`config.mk`:
```
export PLATFORM = sky130hd
export DESIGN_NAME = press_rate_limiter_unit_flat
export DESIGN_NICKNAME = d
export VERILOG_FILES = /design/src/rtl/core/prl_pkg.sv /design/src/rtl/core/prl_intf.sv /design/src/rtl/core/prl_div.sv /design/src/rtl/core/press_rate_limiter_unit.sv /design/src/flat_wrapper.sv
export SDC_FILE = /design/constraint.sdc
export NUM_CORES = 2
export LEC_CHECK = 0
export ABC_AREA = 1
export BUFFER_PORTS_ARGS = -buffer_cell sky130_fd_sc_hd__buf_2
export CORE_MARGIN = 1
export CORE_UTILIZATION = 50
export DETAILED_ROUTE_END_ITERATION = 8
export PLACE_DENSITY = 0.66
export SYNTH_ARGS = -nofsm -noshare
export SYNTH_HDL_FRONTEND = slang
export SYNTH_SLANG_ARGS = --single-unit
```
`constraint.sdc`:
```
create_clock -name clk_i -period 11.55 [get_ports clk_i]
set_input_delay 0.5775 -clock clk_i [delete_from_list [all_inputs] [get_ports clk_i]]
set_output_delay 0.5775 -clock clk_i [all_outputs]
set_load 0.01 [all_outputs]
```
`src/rtl/core/prl_pkg.sv`:
```
// Shared types, constants and helper functions of the press rate limiter.
package prl_pkg;

  localparam int unsigned CODE_W     = 3;
  localparam int unsigned EVT_TIME_W = 32;
  localparam int unsigned RATE_W     = 5;
  localparam int unsigned TPS_W      = 30;
  localparam int unsigned CFG_IDX_W  = 3;
  localparam int unsigned CFG_DATA_W = 32;
  localparam int unsigned NUM_CH     = 2;

  localparam logic [CODE_W-1:0] BTN_LEFT  = 3'd1;
  localparam logic [CODE_W-1:0] BTN_RIGHT = 3'd2;

  localparam logic [RATE_W-1:0] RATE_MIN = 5'd1;
  localparam logic [RATE_W-1:0] RATE_MAX = 5'd30;
  localparam logic [TPS_W-1:0]  TPS_MIN  = 30'd1000;
  localparam logic [TPS_W-1:0]  TPS_MAX  = 30'd1000000000;
  localparam logic [TPS_W-1:0]  TPS_RST  = 30'd1000000;

  typedef enum logic [CFG_IDX_W-1:0] {
    REG_ACTIVE     = 3'd0,
    REG_LEFT_ON    = 3'd1,
    REG_LEFT_RATE  = 3'd2,
    REG_RIGHT_ON   = 3'd3,
    REG_RIGHT_RATE = 3'd4,
    REG_TPS        = 3'd5
  } cfg_reg_e;

  typedef struct packed {
    logic              start;
    logic [TPS_W-1:0]  dividend;
    logic [RATE_W-1:0] divisor;
  } div_req_t;

  typedef struct packed {
    logic             done;
    logic [TPS_W-1:0] quot;
  } div_rsp_t;

  function automatic logic [RATE_W-1:0] clamp_rate(input logic [RATE_W-1:0] v);
    logic [RATE_W-1:0] r;
    r = v;
    if (v < RATE_MIN) r = RATE_MIN;
    if (v > RATE_MAX) r = RATE_MAX;
    return r;
  endfunction

  function automatic logic [TPS_W-1:0] clamp_tps(input logic [TPS_W-1:0] v);
    logic [TPS_W-1:0] r;
    r = v;
    if (v < TPS_MIN) r = TPS_MIN;
    if (v > TPS_MAX) r = TPS_MAX;
    return r;
  endfunction

endpackage

```
`src/rtl/core/prl_intf.sv`:
```
// Handshake interfaces for the event, result and register write channels.
interface prl_evt_if import prl_pkg::*; ();
  logic                  valid;
  logic                  ready;
  logic [CODE_W-1:0]     button_code;
  logic                  pressed;
  logic [EVT_TIME_W-1:0] event_time;

  modport source (output valid, button_code, pressed, event_time, input ready);
  modport sink (input valid, button_code, pressed, event_time, output ready);
endinterface

interface prl_res_if;
  logic valid;
  logic ready;
  logic swallow;

  modport source (output valid, swallow, input ready);
  modport sink (input valid, swallow, output ready);
endinterface

interface prl_cfg_if import prl_pkg::*; ();
  logic                  valid;
  logic                  ready;
  logic [CFG_IDX_W-1:0]  index;
  logic [CFG_DATA_W-1:0] data;

  modport source (output valid, index, data, input ready);
  modport sink (input valid, index, data, output ready);
endinterface

```
`src/rtl/core/prl_div.sv`:
```
// Iterative restoring divider: one quotient bit per cycle for the press interval.
module prl_div import prl_pkg::*; (
  input  logic     clk_i,
  input  logic     rst_ni,
  input  div_req_t req_i,
  output div_rsp_t rsp_o
);

  localparam int unsigned CNT_W = $clog2(TPS_W);

  logic              busy_q;
  logic              done_q;
  logic [CNT_W-1:0]  cnt_q;
  logic [TPS_W-1:0]  dvd_q;
  logic [RATE_W-1:0] dsr_q;
  logic [RATE_W:0]   rem_q;
  logic [RATE_W:0]   rem_sh;
  logic              fits;

  always_comb begin
    rem_sh = {rem_q[RATE_W-1:0], dvd_q[TPS_W-1]};
    fits   = rem_sh >= {1'b0, dsr_q};
  end

  always_ff @(posedge clk_i or negedge rst_ni) begin
    if (!rst_ni) begin
      busy_q <= 1'b0;
      done_q <= 1'b0;
      cnt_q  <= '0;
    end else if (req_i.start) begin
      busy_q <= 1'b1;
      done_q <= 1'b0;
      cnt_q  <= '0;
    end else if (busy_q) begin
      if (cnt_q == CNT_W'(TPS_W - 1)) begin
        busy_q <= 1'b0;
        done_q <= 1'b1;
      end else begin
        cnt_q <= cnt_q + 1'b1;
      end
    end
  end

  // The dividend register shifts out numerator bits and shifts in quotient bits.
  always_ff @(posedge clk_i) begin
    if (req_i.start) begin
      dvd_q <= req_i.dividend;
      dsr_q <= req_i.divisor;
      rem_q <= '0;
    end else if (busy_q) begin
      rem_q <= fits ? (rem_sh - {1'b0, dsr_q}) : rem_sh;
      dvd_q <= {dvd_q[TPS_W-2:0], fits};
    end
  end

  assign rsp_o.done = done_q;
  assign rsp_o.quot = dvd_q;

endmodule

```
`src/rtl/core/press_rate_limiter_unit.sv`:
```
// Releases, repeated presses, unlimited presses and other codes pass from the accept step through
// the decision step to the finish step, which registers the result.
// A limited press first prunes aged log entries, with a read and a check step per entry, and is then
// checked: it is swallowed there, or forwarded once the interval divider started beside it is done.
// One request is in flight at a time; the next is taken while its result waits.
// Reset restores register defaults and clears channel state; the log memory is not cleared.
module press_rate_limiter_unit import prl_pkg::*; #(
  parameter int unsigned LOG_DEPTH = 32,
  parameter int unsigned TIME_BITS = 32
) (
  input logic         clk_i,
  input logic         rst_ni,
  prl_evt_if.sink     evt_i,
  prl_res_if.source   res_o,
  prl_cfg_if.sink     cfg_i
);

  localparam int unsigned IW        = $clog2(LOG_DEPTH);
  localparam int unsigned CNT_W     = $clog2(LOG_DEPTH + 1);
  localparam int unsigned CW        = (TIME_BITS > TPS_W) ? TIME_BITS : TPS_W;
  localparam int unsigned MEM_DEPTH = 2 ** (IW + 1);

  typedef enum logic [2:0] {
    ST_IDLE,
    ST_DECIDE,
    ST_PRUNE_RD,
    ST_PRUNE_CHK,
    ST_CHECK,
    ST_WAIT_DIV,
    ST_FINISH
  } state_e;

  state_e state_q;

  logic                 active_q;
  logic [NUM_CH-1:0]    limit_on_q;
  logic [RATE_W-1:0]    rate_q [NUM_CH];
  logic [TPS_W-1:0]     tps_q;

  logic [NUM_CH-1:0]    held_q;
  logic [NUM_CH-1:0]    passed_q;
  logic [NUM_CH-1:0]    nvalid_q;
  logic [TIME_BITS-1:0] next_q [NUM_CH];
  logic [IW-1:0]        head_q [NUM_CH];
  logic [CNT_W-1:0]     cnt_q  [NUM_CH];

  logic [CODE_W-1:0]    code_q;
  logic                 press_q;
  logic [TIME_BITS-1:0] now_q;
  logic                 ch_q;
  logic                 sw_q;
  logic                 res_valid_q;
  logic                 res_swallow_q;

  logic [TIME_BITS-1:0] mem [MEM_DEPTH];
  logic [TIME_BITS-1:0] rd_data_q;

  logic                 is_left;
  logic                 is_right;
  logic                 ch_sel;
  logic                 chan_lim;
  logic [CNT_W-1:0]     cur_cnt;
  logic [IW-1:0]        cur_head;
  logic [IW-1:0]        head_nxt;
  logic [CNT_W:0]       tail_sum;
  logic [IW-1:0]        tail_idx;
  logic [TIME_BITS-1:0] age;
  logic                 aged;
  logic [TIME_BITS-1:0] spacing;
  logic                 early;
  logic                 over;
  logic [TIME_BITS-1:0] next_val;
  logic                 mem_we;
  logic [IW:0]          mem_waddr;
  logic [IW:0]          mem_raddr;
  div_req_t             div_req;
  div_rsp_t             div_rsp;

  always_comb begin
    is_left  = code_q == BTN_LEFT;
    is_right = code_q == BTN_RIGHT;
    ch_sel   = is_right;
    chan_lim = limit_on_q[ch_sel] && active_q;

    cur_cnt  = cnt_q[ch_q];
    cur_head = head_q[ch_q];
    head_nxt = (cur_head == IW'(LOG_DEPTH - 1)) ? '0 : cur_head + 1'b1;
    tail_sum = (CNT_W + 1)'(cur_head) + (CNT_W + 1)'(cur_cnt);
    tail_idx = (tail_sum >= (CNT_W + 1)'(LOG_DEPTH)) ?
               IW'(tail_sum - (CNT_W + 1)'(LOG_DEPTH)) : IW'(tail_sum);

    // Wrapping differences keep the window and spacing checks valid across timer rollover.
    age      = now_q - rd_data_q;
    aged     = CW'(age) >= CW'(tps_q);
    spacing  = now_q - next_q[ch_q];
    early    = nvalid_q[ch_q] && spacing[TIME_BITS-1];
    over     = cur_cnt >= CNT_W'(rate_q[ch_q]);
    next_val = TIME_BITS'(CW'(now_q) + CW'(div_rsp.quot));

    mem_we    = (state_q == ST_WAIT_DIV) && div_rsp.done && (cur_cnt < CNT_W'(LOG_DEPTH));
    mem_waddr = {ch_q, tail_idx};
    mem_raddr = {ch_q, cur_head};

    div_req.start    = (state_q == ST_DECIDE) && press_q && (is_left || is_right) &&
                       !held_q[ch_sel] && chan_lim;
    div_req.dividend = tps_q;
    div_req.divisor  = rate_q[ch_sel];
  end

  prl_div u_div (
    .clk_i  (clk_i),
    .rst_ni (rst_ni),
    .req_i  (div_req),
    .rsp_o  (div_rsp)
  );

  always_ff @(posedge clk_i) begin
    if (mem_we) begin
      mem[mem_waddr] <= now_q;
    end
    rd_data_q <= mem[mem_raddr];
  end

  always_ff @(posedge clk_i or negedge rst_ni) begin
    if (!rst_ni) begin
      state_q       <= ST_IDLE;
      active_q      <= 1'b0;
      limit_on_q    <= '0;
      rate_q[0]     <= RATE_MAX;
      rate_q[1]     <= RATE_MAX;
      tps_q         <= TPS_RST;
      held_q        <= '0;
      passed_q      <= '0;
      nvalid_q      <= '0;
      next_q[0]     <= '0;
      next_q[1]     <= '0;
      head_q[0]     <= '0;
      head_q[1]     <= '0;
      cnt_q[0]      <= '0;
      cnt_q[1]      <= '0;
      code_q        <= '0;
      press_q       <= 1'b0;
      now_q         <= '0;
      ch_q          <= 1'b0;
      sw_q          <= 1'b0;
      res_valid_q   <= 1'b0;
      res_swallow_q <= 1'b0;
    end else begin
      case (state_q)
        ST_IDLE: begin
          if (evt_i.valid) begin
            code_q  <= evt_i.button_code;
            press_q <= evt_i.pressed;
            now_q   <= TIME_BITS'(evt_i.event_time);
            state_q <= ST_DECIDE;
          end
        end
        ST_DECIDE: begin
          ch_q <= ch_sel;
          if (!(is_left || is_right)) begin
            sw_q    <= 1'b0;
            state_q <= ST_FINISH;
          end else if (press_q) begin
            if (held_q[ch_sel]) begin
              sw_q    <= !passed_q[ch_sel];
              state_q <= ST_FINISH;
            end else begin
              held_q[ch_sel] <= 1'b1;
              if (!chan_lim) begin
                passed_q[ch_sel] <= 1'b1;
                sw_q             <= 1'b0;
                state_q          <= ST_FINISH;
              end else begin
                state_q <= ST_PRUNE_RD;
              end
            end
          end else begin
            if (held_q[ch_sel]) begin
              held_q[ch_sel]   <= 1'b0;
              passed_q[ch_sel] <= 1'b0;
              sw_q             <= !passed_q[ch_sel];
            end else begin
              sw_q <= 1'b0;
            end
            state_q <= ST_FINISH;
          end
        end
        ST_PRUNE_RD: begin
          state_q <= (cur_cnt == '0) ? ST_CHECK : ST_PRUNE_CHK;
        end
        ST_PRUNE_CHK: begin
          if (aged) begin
            head_q[ch_q] <= head_nxt;
            cnt_q[ch_q]  <= cur_cnt - 1'b1;
            state_q      <= ST_PRUNE_RD;
          end else begin
            state_q <= ST_CHECK;
          end
        end
        ST_CHECK: begin
          if (early || over) begin
            passed_q[ch_q] <= 1'b0;
            sw_q           <= 1'b1;
            state_q        <= ST_FINISH;
          end else begin
            state_q <= ST_WAIT_DIV;
          end
        end
        ST_WAIT_DIV: begin
          if (div_rsp.done) begin
            passed_q[ch_q] <= 1'b1;
            nvalid_q[ch_q] <= 1'b1;
            next_q[ch_q]   <= next_val;
            if (cur_cnt < CNT_W'(LOG_DEPTH)) begin
              cnt_q[ch_q] <= cur_cnt + 1'b1;
            end
            sw_q    <= 1'b0;
            state_q <= ST_FINISH;
          end
        end
        ST_FINISH: begin
          if (!res_valid_q || res_o.ready) begin
            res_swallow_q <= sw_q;
            state_q       <= ST_IDLE;
          end
        end
        default: begin
          state_q <= ST_IDLE;
        end
      endcase

      // The result slot is refilled from the finish step or freed by its handshake.
      if ((state_q == ST_FINISH) && (!res_valid_q || res_o.ready)) begin
        res_valid_q <= 1'b1;
      end else if (res_o.valid && res_o.ready) begin
        res_valid_q <= 1'b0;
      end

      if (cfg_i.valid && cfg_i.ready) begin
        case (cfg_reg_e'(cfg_i.index))
          REG_ACTIVE: begin
            active_q  <= cfg_i.data[0];
            held_q    <= '0;
            passed_q  <= '0;
            nvalid_q  <= '0;
            next_q[0] <= '0;
            next_q[1] <= '0;
            head_q[0] <= '0;
            head_q[1] <= '0;
            cnt_q[0]  <= '0;
            cnt_q[1]  <= '0;
          end
          REG_LEFT_ON:    limit_on_q[0] <= cfg_i.data[0];
          REG_LEFT_RATE:  rate_q[0]     <= clamp_rate(cfg_i.data[RATE_W-1:0]);
          REG_RIGHT_ON:   limit_on_q[1] <= cfg_i.data[0];
          REG_RIGHT_RATE: rate_q[1]     <= clamp_rate(cfg_i.data[RATE_W-1:0]);
          REG_TPS:        tps_q         <= clamp_tps(cfg_i.data[TPS_W-1:0]);
          default: begin
          end
        endcase
      end
    end
  end

  assign evt_i.ready   = state_q == ST_IDLE;
  assign cfg_i.ready   = 1'b1;
  assign res_o.valid   = res_valid_q;
  assign res_o.swallow = res_swallow_q;

  a_cnt_bound: assert property (@(posedge clk_i) disable iff (!rst_ni)
    (cnt_q[0] <= CNT_W'(LOG_DEPTH)) && (cnt_q[1] <= CNT_W'(LOG_DEPTH)))
    else $error("log count exceeds the log depth");

  a_head_bound: assert property (@(posedge clk_i) disable iff (!rst_ni)
    ({1'b0, head_q[0]} < (IW + 1)'(LOG_DEPTH)) && ({1'b0, head_q[1]} < (IW + 1)'(LOG_DEPTH)))
    else $error("log head out of range");

  a_accept_decide: assert property (@(posedge clk_i) disable iff (!rst_ni)
    (evt_i.valid && evt_i.ready) |=> (state_q == ST_DECIDE))
    else $error("accepted request did not enter the decision step");

  a_log_push: assert property (@(posedge clk_i) disable iff (!rst_ni)
    (mem_we && !(cfg_i.valid && cfg_i.ready)) |=>
      (cnt_q[ch_q] == $past(cur_cnt) + 1'b1))
    else $error("logged press did not advance the log count");

endmodule

```
`src/flat_wrapper.sv`:
```
// flat-port wrapper written by rule: the top's interface ports become plain ports
module press_rate_limiter_unit_flat import prl_pkg::*;
#(
  parameter int unsigned LOG_DEPTH = 32,
  parameter int unsigned TIME_BITS = 32
)
  (clk_i, rst_ni, evt_i_valid, evt_i_button_code, evt_i_pressed, evt_i_event_time, evt_i_ready, res_o_valid, res_o_swallow, res_o_ready, cfg_i_valid, cfg_i_index, cfg_i_data, cfg_i_ready);
  prl_evt_if evt_i_i ();
  prl_res_if res_o_i ();
  prl_cfg_if cfg_i_i ();
  input logic clk_i;
  input logic rst_ni;
  input wire logic [$bits(evt_i_i.valid)-1:0] evt_i_valid;
  input wire logic [$bits(evt_i_i.button_code)-1:0] evt_i_button_code;
  input wire logic [$bits(evt_i_i.pressed)-1:0] evt_i_pressed;
  input wire logic [$bits(evt_i_i.event_time)-1:0] evt_i_event_time;
  output wire logic [$bits(evt_i_i.ready)-1:0] evt_i_ready;
  output wire logic [$bits(res_o_i.valid)-1:0] res_o_valid;
  output wire logic [$bits(res_o_i.swallow)-1:0] res_o_swallow;
  input wire logic [$bits(res_o_i.ready)-1:0] res_o_ready;
  input wire logic [$bits(cfg_i_i.valid)-1:0] cfg_i_valid;
  input wire logic [$bits(cfg_i_i.index)-1:0] cfg_i_index;
  input wire logic [$bits(cfg_i_i.data)-1:0] cfg_i_data;
  output wire logic [$bits(cfg_i_i.ready)-1:0] cfg_i_ready;
  assign evt_i_i.valid = evt_i_valid;
  assign evt_i_i.button_code = evt_i_button_code;
  assign evt_i_i.pressed = evt_i_pressed;
  assign evt_i_i.event_time = evt_i_event_time;
  assign evt_i_ready = evt_i_i.ready;
  assign res_o_valid = res_o_i.valid;
  assign res_o_swallow = res_o_i.swallow;
  assign res_o_i.ready = res_o_ready;
  assign cfg_i_i.valid = cfg_i_valid;
  assign cfg_i_i.index = cfg_i_index;
  assign cfg_i_i.data = cfg_i_data;
  assign cfg_i_ready = cfg_i_i.ready;
  press_rate_limiter_unit #(.LOG_DEPTH(LOG_DEPTH), .TIME_BITS(TIME_BITS)) u_core (.clk_i(clk_i), .rst_ni(rst_ni), .evt_i(evt_i_i), .res_o(res_o_i), .cfg_i(cfg_i_i));
endmodule
```
Yosys cells after proc, flatten, opt, wreduce, memory -nomap -nowiden
Memories as Yosys holds them, arrays and structs flattened. A register that Yosys moved wholly into a read port is not among the register bits.
Cells that the tools add are included.
{"block": "classes", "addsub": 10, "order_cmp": 16, "eq_ne": 21, "n_mux": 113, "bitwise": 11, "n_reduce_logical": 38}
{"op": "$mux W64", "count": 4}
{"op": "$mux W32", "count": 4}
{"op": "$mux W30", "count": 4}
{"op": "$mux W5", "count": 18}
{"op": "$bwmux W64", "count": 1}
{"op": "$sub A32 B32 Y32", "count": 2}
{"op": "$mux W12", "count": 5}
{"op": "$mux W2", "count": 21}
{"op": "$mux W10", "count": 4}
{"op": "$add A32 B30 Y32", "count": 1}
{"op": "$demux W32 S1", "count": 1}
{"op": "$ge A32 B30 Y1", "count": 1}
{"op": "$gt A30 B30 Y1 const B", "count": 1}
{"op": "$lt A30 B10 Y1 const B", "count": 1}
{"op": "$mux W1", "count": 27}
{"op": "$mux W3", "count": 9}
{"op": "$bwmux W12", "count": 2}
{"op": "$mux W6", "count": 4}
{"op": "$pmux W12 S2", "count": 1}
{"op": "$pmux W3 S7", "count": 1}
{"op": "$reduce_and A2 Y1", "count": 10}
{"op": "$eq A3 B2 Y1 const B", "count": 5}
{"op": "$eq A3 B3 Y1 const B", "count": 5}
{"op": "$logic_and A1 B1 Y1", "count": 13}
{"op": "other kinds (38)", "count": 64}
{"block": "totals", "ff_bits": 225, "mem_bits_rw": 2048, "inputBits": 76, "out_inout_bits": 4, "mem_count": 1}
{"name": "u_core.mem", "words": 64, "width": 32, "read_ports": 1, "rd_ports_with_merged_regs": 1, "wr": 1, "line_no": "press_rate_limiter_unit.sv:55", "source": "logic [TIME_BITS-1:0] mem [MEM_DEPTH];"}

Longest topological paths before layout
{"block": "logic_depth", "ltp_word": 13, "ltp_mapped": 29}

Modules after synthesis
From an unflattened synthesis, not the netlist that was laid out.
{"block": "hier_totals", "cells_unflattened": 8128, "hier_area_um2": 97155.7}
{"mod": "press_rate_limiter_unit", "instances": 1, "cells_each": 7884, "area_per_inst_um2": 94893.5}
{"mod": "prl_div", "instances": 1, "cells_each": 244, "area_per_inst_um2": 2262.2}

Worst setup path before layout
Ideal clock, no wire load.
{"block": "synth_path", "kind": "register to register", "start": "reg u_core.ch_q", "end": "mem u_core.mem[32][0] (enable)", "t_arrival_ps": 4256, "required_ps": 11129, "slack_ps": 6873, "path_stages_with_launch": 19, "path_buffers": 4, "period_less_slack_ps": 4677, "path_cell_list": "dfrtp_1 -> inv_2 -> nand2_1 -> nand2_1 -> buf_4 -> buf_4 -> buf_2 -> buf_2 -> ha_1 -> inv_1 -> fa_1 -> or2_2 -> nand2_1 -> a21oi_1 -> xnor2_1 -> inv_1 -> nor2_2 -> nand2_1 -> nor2_1"}
{"block": "synth_between", "elab_chain_cells": 8, "word_cells_on_any_way": 15, "cone_classes": "add/sub: 2; order compare: 2; mux: 9; bitwise: 1; reduce/logical: 1"}
{"item": "from (decl)", "line_no": "press_rate_limiter_unit.sv:50", "source": "logic ch_q;"}
{"item": "from (signal assigned)", "line_no": "press_rate_limiter_unit.sv:159", "source": "ch_q <= ch_sel;"}
{"item": "parallel branches: the longest is 8 deep, another holds $add A5 B6 Y7"}
{"item": "to (decl)", "line_no": "press_rate_limiter_unit.sv:55"}
Parallel ways; which one is timed is not known. The select of a mux whose other input is x is not followed.

Worst setup path after layout
{"block": "layout_path", "start": "reg u_core.ch_q", "end": "reg u_core.rd_data_q[14], read port of u_core.mem"}
{"block": "layout_between", "elab_chain_cells": 4}
{"item": "$not A1 Y2 (implied by the code)", "line_no": "press_rate_limiter_unit.sv:86", "source": "cur_head = head_q[ch_q];"}
{"item": "$mux W5 (implied by the code) (3 in a row)", "line_no": "press_rate_limiter_unit.sv:86"}
{"item": "to (decl)", "line_no": "press_rate_limiter_unit.sv:56", "source": "logic [TIME_BITS-1:0] rd_data_q;"}
Parallel ways exist; a longest one is shown, timed or not. The select of a mux whose other input is x is not followed.
A chain may end at the register's enable or synchronous reset.

==> results.md <==
* Vias per cell at a little over 6
* Adder-cell share of the synthesized area at 0.0191
* Part of the total power dissipated in sequential elements at 0.347
* RSZ-0062 raised after global routing: no
* Maximum count of clock buffers along a single path at 3
* Width of the chip at around 440 um
* Sw Ratio at 0.415
* Placed instance area at approximately 100,000 um2
* Crit path capture type: register
* Number of nets in the layout at just over 8k
* Number of warnings reported in the yosys synthesis log at 0
* Synth Area in XOR/XNOR at 0.00562
* Number of buffers added on ports at 76
* Part of the total power dissipated in the clock network at 0.238
* Sequential Area at roughly 70,000 um2
* LEAKAGE at roughly 37 nW
* Mux contribution to synthesized area at 0.00474
* Type of the most critical hold path: in2reg
* Clock-pin slew reported for the worst setup and hold paths after clock tree synthesis at 60 ps
* Vertical die dimension at around 440 um
* Data required, critical path at 12,360 ps
* Worst-path fanout max at between 100 and 150
* Crit Path Category: reg2reg
* Via count of the routed design at 66.3k
* Most used flip-flop cell after synthesis: edfxtp_1
* Standard-cell rows at 161
* Register bit count reported by yosys at ~2.3k
* Number of hold violations in the final report at 0
* Mapped Area at 96,600 um2
* Root buffer cell: clkbuf_16
* Total wire length at between 200,000 and 300,000 um
* Largest net degree at the start of global routing at 210
* Main combinational cell family by area after synthesis: compound AO/OA/AOI/OAI gates
* Share of Yosys cell area claimed by the top area cell type at 0.647
* Synthesized-area fraction occupied by ao, oa, aoi and oai cells at 0.140
* Skew final at around 46 ps
* Number of global-route vias before repair at 62.8k
* Number of violations reported at the end of detailed-routing iteration 0 at about 8.8k
* First-pass DRT Iterations at 6
* Wire length of the first global-routing pass at 403,000 um
* Net switching power of the design at 12.9 mW
* Part of the cycle the worst path needs at 0.493
* Number of I/O pins at 80
* Status: completed
* Area of the core at 192,000 um2
* Detailed-route DRC error count at 0
* Combinational Power Share at 0.415
* Per-cell routed wire length at roughly 26 um
* Post-Synthesis Mean Instance Area at about 12 um2
* Sinks on Clock Net at about 2.3k
* F_max at around 180 MHz
* Post-synth cell types at just over 60
* Multi-input gate area in the final layout at about 26,000 um2
* Power per Cell Area at 287 nW/um2
* Setup violations, final at 0
* Fillcell total at between 15k and 20k
* Share of flip-flops with an asynchronous set or reset after synthesis at 0.0803
* Number of gates given a new drive strength after cts at 0
* Simple-gate area share of the yosys netlist at 0.0914
* Gr usage total at 0.276
* Max-cap violations at 0
* Critical path data arrival time at around 6500 ps
* Transition at the pin with the smallest max-transition slack at 1070 ps
* Rel. slew slack at 0.286
* TritonCTS clock tree: done
* TritonCTS buffer count at between 200 and 250
* Initial core utilization at 0.503
* Final weighted congestion in routability-driven placement at about 0.9
* Clock latency on the worst-skew pair at 880 ps
* Nature of the critical path startpoint: register
* Fraction of the yosys area taken by sequential cells at 0.703
* Final cell area excluding filler cells at 108,000 um2
* Share of post-route cells with drive strength above 1 at 0.0940
* Die footprint at 195,000 um2
* Synth top area cells: edfxtp_1 65%, o21ai_0 7.3%, nor2_1 5.9%
* Number of slew-limit violations in the final report at 0
* DP Wirelength at 144,000 um
* TNS Setup at 0 ps
* Deepest level of the CTS H-tree at 4
* Clock period minus final worst setup slack at roughly 5700 ps
* Overflow left after global routing at 0
* Post-synthesis to final-layout area growth at 11.7%
* Post-synth EDFFs at about 2.1k
* VDD IR max at between 300 and 400 uV
* Internal Power at about 18 mW
* Syn Nets at 8,254
* Number of cells produced by synthesis at 8,033
* Antenna violations before repair at 10
* Number of antenna-violating nets in the routed design at 0
* Cell type with the largest total area after synthesis: edfxtp_1
-- layout make-up --
class,count,share of cell area
repair buffers,292,0.0207
flip-flops and latches,2305,0.630
clock buffers,288,0.0566
clock inverters,121,0.0123
diodes,1,0.0000232
inverters,347,0.0123
multi-input cells,4882,0.239
well taps,2526,0.0293
-- metrics by stage --
step	util	instances	power, mW	worst slack [ps]	hold WS, ps
after floorplan	-	8033	19.0	6870	282
after global placement	0.520	10300	23.2	6030	460
after detailed placement	0.520	10300	23.5	6050	473
after CTS	0.562	10800	30.8	6020	0.0367
after global routing	0.562	10800	32.5	5780	36.6
final	0.562	10800	31.0	5860	50.7
-- path summary, 6_finish.rpt --
check	from	end	slack [ps]	depth (start not counted)
setup / recovery	u_core.ch_q$_DFFE_PN0P_	u_core.rd_data_q[14]$_DFF_P_	5860	12
hold / removal	cfg_i_data[10]	u_core.tps_q[10]$_DFFE_PN0P_	50	3
setup reg to reg	u_core.ch_q$_DFFE_PN0P_	u_core.rd_data_q[14]$_DFF_P_	5860	12
hold reg to reg	u_core.active_q$_DFFE_PN0P_	u_core.active_q$_DFFE_PN0P_	490	2
max in group asynchronous	rst_ni	u_core.now_q[17]$_DFFE_PN0P_	9160	4
min in group asynchronous	rst_ni	u_core.now_q[1]$_DFFE_PN0P_	280	2
-- critical path, cell delays in order, from the launching register on --
cell,delay (ps)
dfrtp_4,770
nand2_1,180
o21ai_4,150
buf_4,690
buf_4,610
buf_4,650
buf_12,460
o21ai_0,190
o22ai_1,220
o21ai_0,90
o221ai_1,610
nand3_1,500
nand2_1,190
-- cells by family after synthesis --
kind of cell / Yosys count
xor gates and xnor gates: 62
DFF: 2305
buffers and inverters: 846
other: 1
adders and majority gates: 145
muxes: 42
and+or+nand+nor: 2216
AOI/OAI and AO/OA: 2416
-- flip-flops by register name, summed over array words and instances (netlist names), 2 cells and up --
register            cells
u_core.nvalid_q         2
u_core.u_div.cnt_q      5
u_core.passed_q         2
u_core.cnt_q           12
u_core.held_q           2
u_core.u_div.dsr_q      5
u_core.now_q           32
u_core.u_div.dvd_q     30
u_core.code_q           3
u_core.mem           2048
u_core.tps_q           30
u_core.rate_q          10
u_core.next_q          64
u_core.rd_data_q       32
u_core.state_q          3
u_core.limit_on_q       2
u_core.u_div.rem_q      5
u_core.head_q          10
-- cells in the mapped netlist, types with 11 or more instances --
| library cell | n |
|---|---|
| o22ai_1 | 509 |
| a31oi_1 | 11 |
| dfstp_2 | 15 |
| clkbuf_1 | 308 |
| dfrtp_1 | 170 |
| ha_1 | 141 |
| nand4_1 | 20 |
| inv_1 | 334 |
| edfxtp_1 | 2083 |
| nand2_1 | 437 |
| o21ai_1 | 60 |
| xnor2_1 | 21 |
| dfxtp_1 | 37 |
| nor3_1 | 32 |
| buf_1 | 14 |
| buf_4 | 12 |
| nor2_1 | 1507 |
| o211ai_1 | 31 |
| mux2i_1 | 12 |
| nand3_1 | 164 |
| mux2_2 | 30 |
| a21oi_1 | 181 |
| o21ai_0 | 1416 |
| buf_2 | 159 |
| o221ai_1 | 151 |
| xor2_1 | 41 |
-- placed cells by master (no fill, tap or decap), types with 15 or more instances in the layout --
cell type and instances:
clkbuf_8 17, o21ai_0 1416, nand3_1 164, clkinv_1 40
clkinv_2 38, dfxtp_1 37, o22ai_1 509, bufinv_16 24
a21oi_1 181, inv_1 334, nor3_1 32, dlygate4sd3_1 50
nand4_1 20, nor2_1 1443, o21ai_1 59, o211ai_1 31
dfstp_2 15, mux2_2 30, edfxtp_1 2083, o221ai_1 151
xnor2_1 21, dfrtp_1 137, buf_2 75, clkbuf_1 40
nand2_1 435, ha_1 141, dfrtp_2 32, xor2_1 41
nor2_4 65, buf_4 158, clkbuf_16 228
-- routing by layer --
metal,part of all wire,global-route usage,vias to the layer above
li1,-,-,29500
met4,0.045,0.123,2
met1,0.40,0.380,32700
met2,0.46,0.436,3491
met3,0.095,0.0440,616
met5,0.000025,0,-
-- power by group through the flow --
| stage | sequential (mW) | combinational [mW] | clock [mW] |
|---|---|---|---|
| global placement | 10.9 | 12.3 | 0 |
| floorplan | 11.4 | 7.63 | 0 |
| CTS | 10.8 | 12.6 | 7.46 |
| finish | 10.8 | 12.9 | 7.38 |
| global route | 10.8 | 13.9 | 7.77 |
| detailed placement | 10.9 | 12.6 | 0 |
-- timing repair --
item,4_1_cts,5_1_grt
setup endpoints to repair,0,0
hold buffers,50,0
buffers inserted,0,0
endpoints found under the hold margin,113,0
Power figures use the tool's default switching activity.
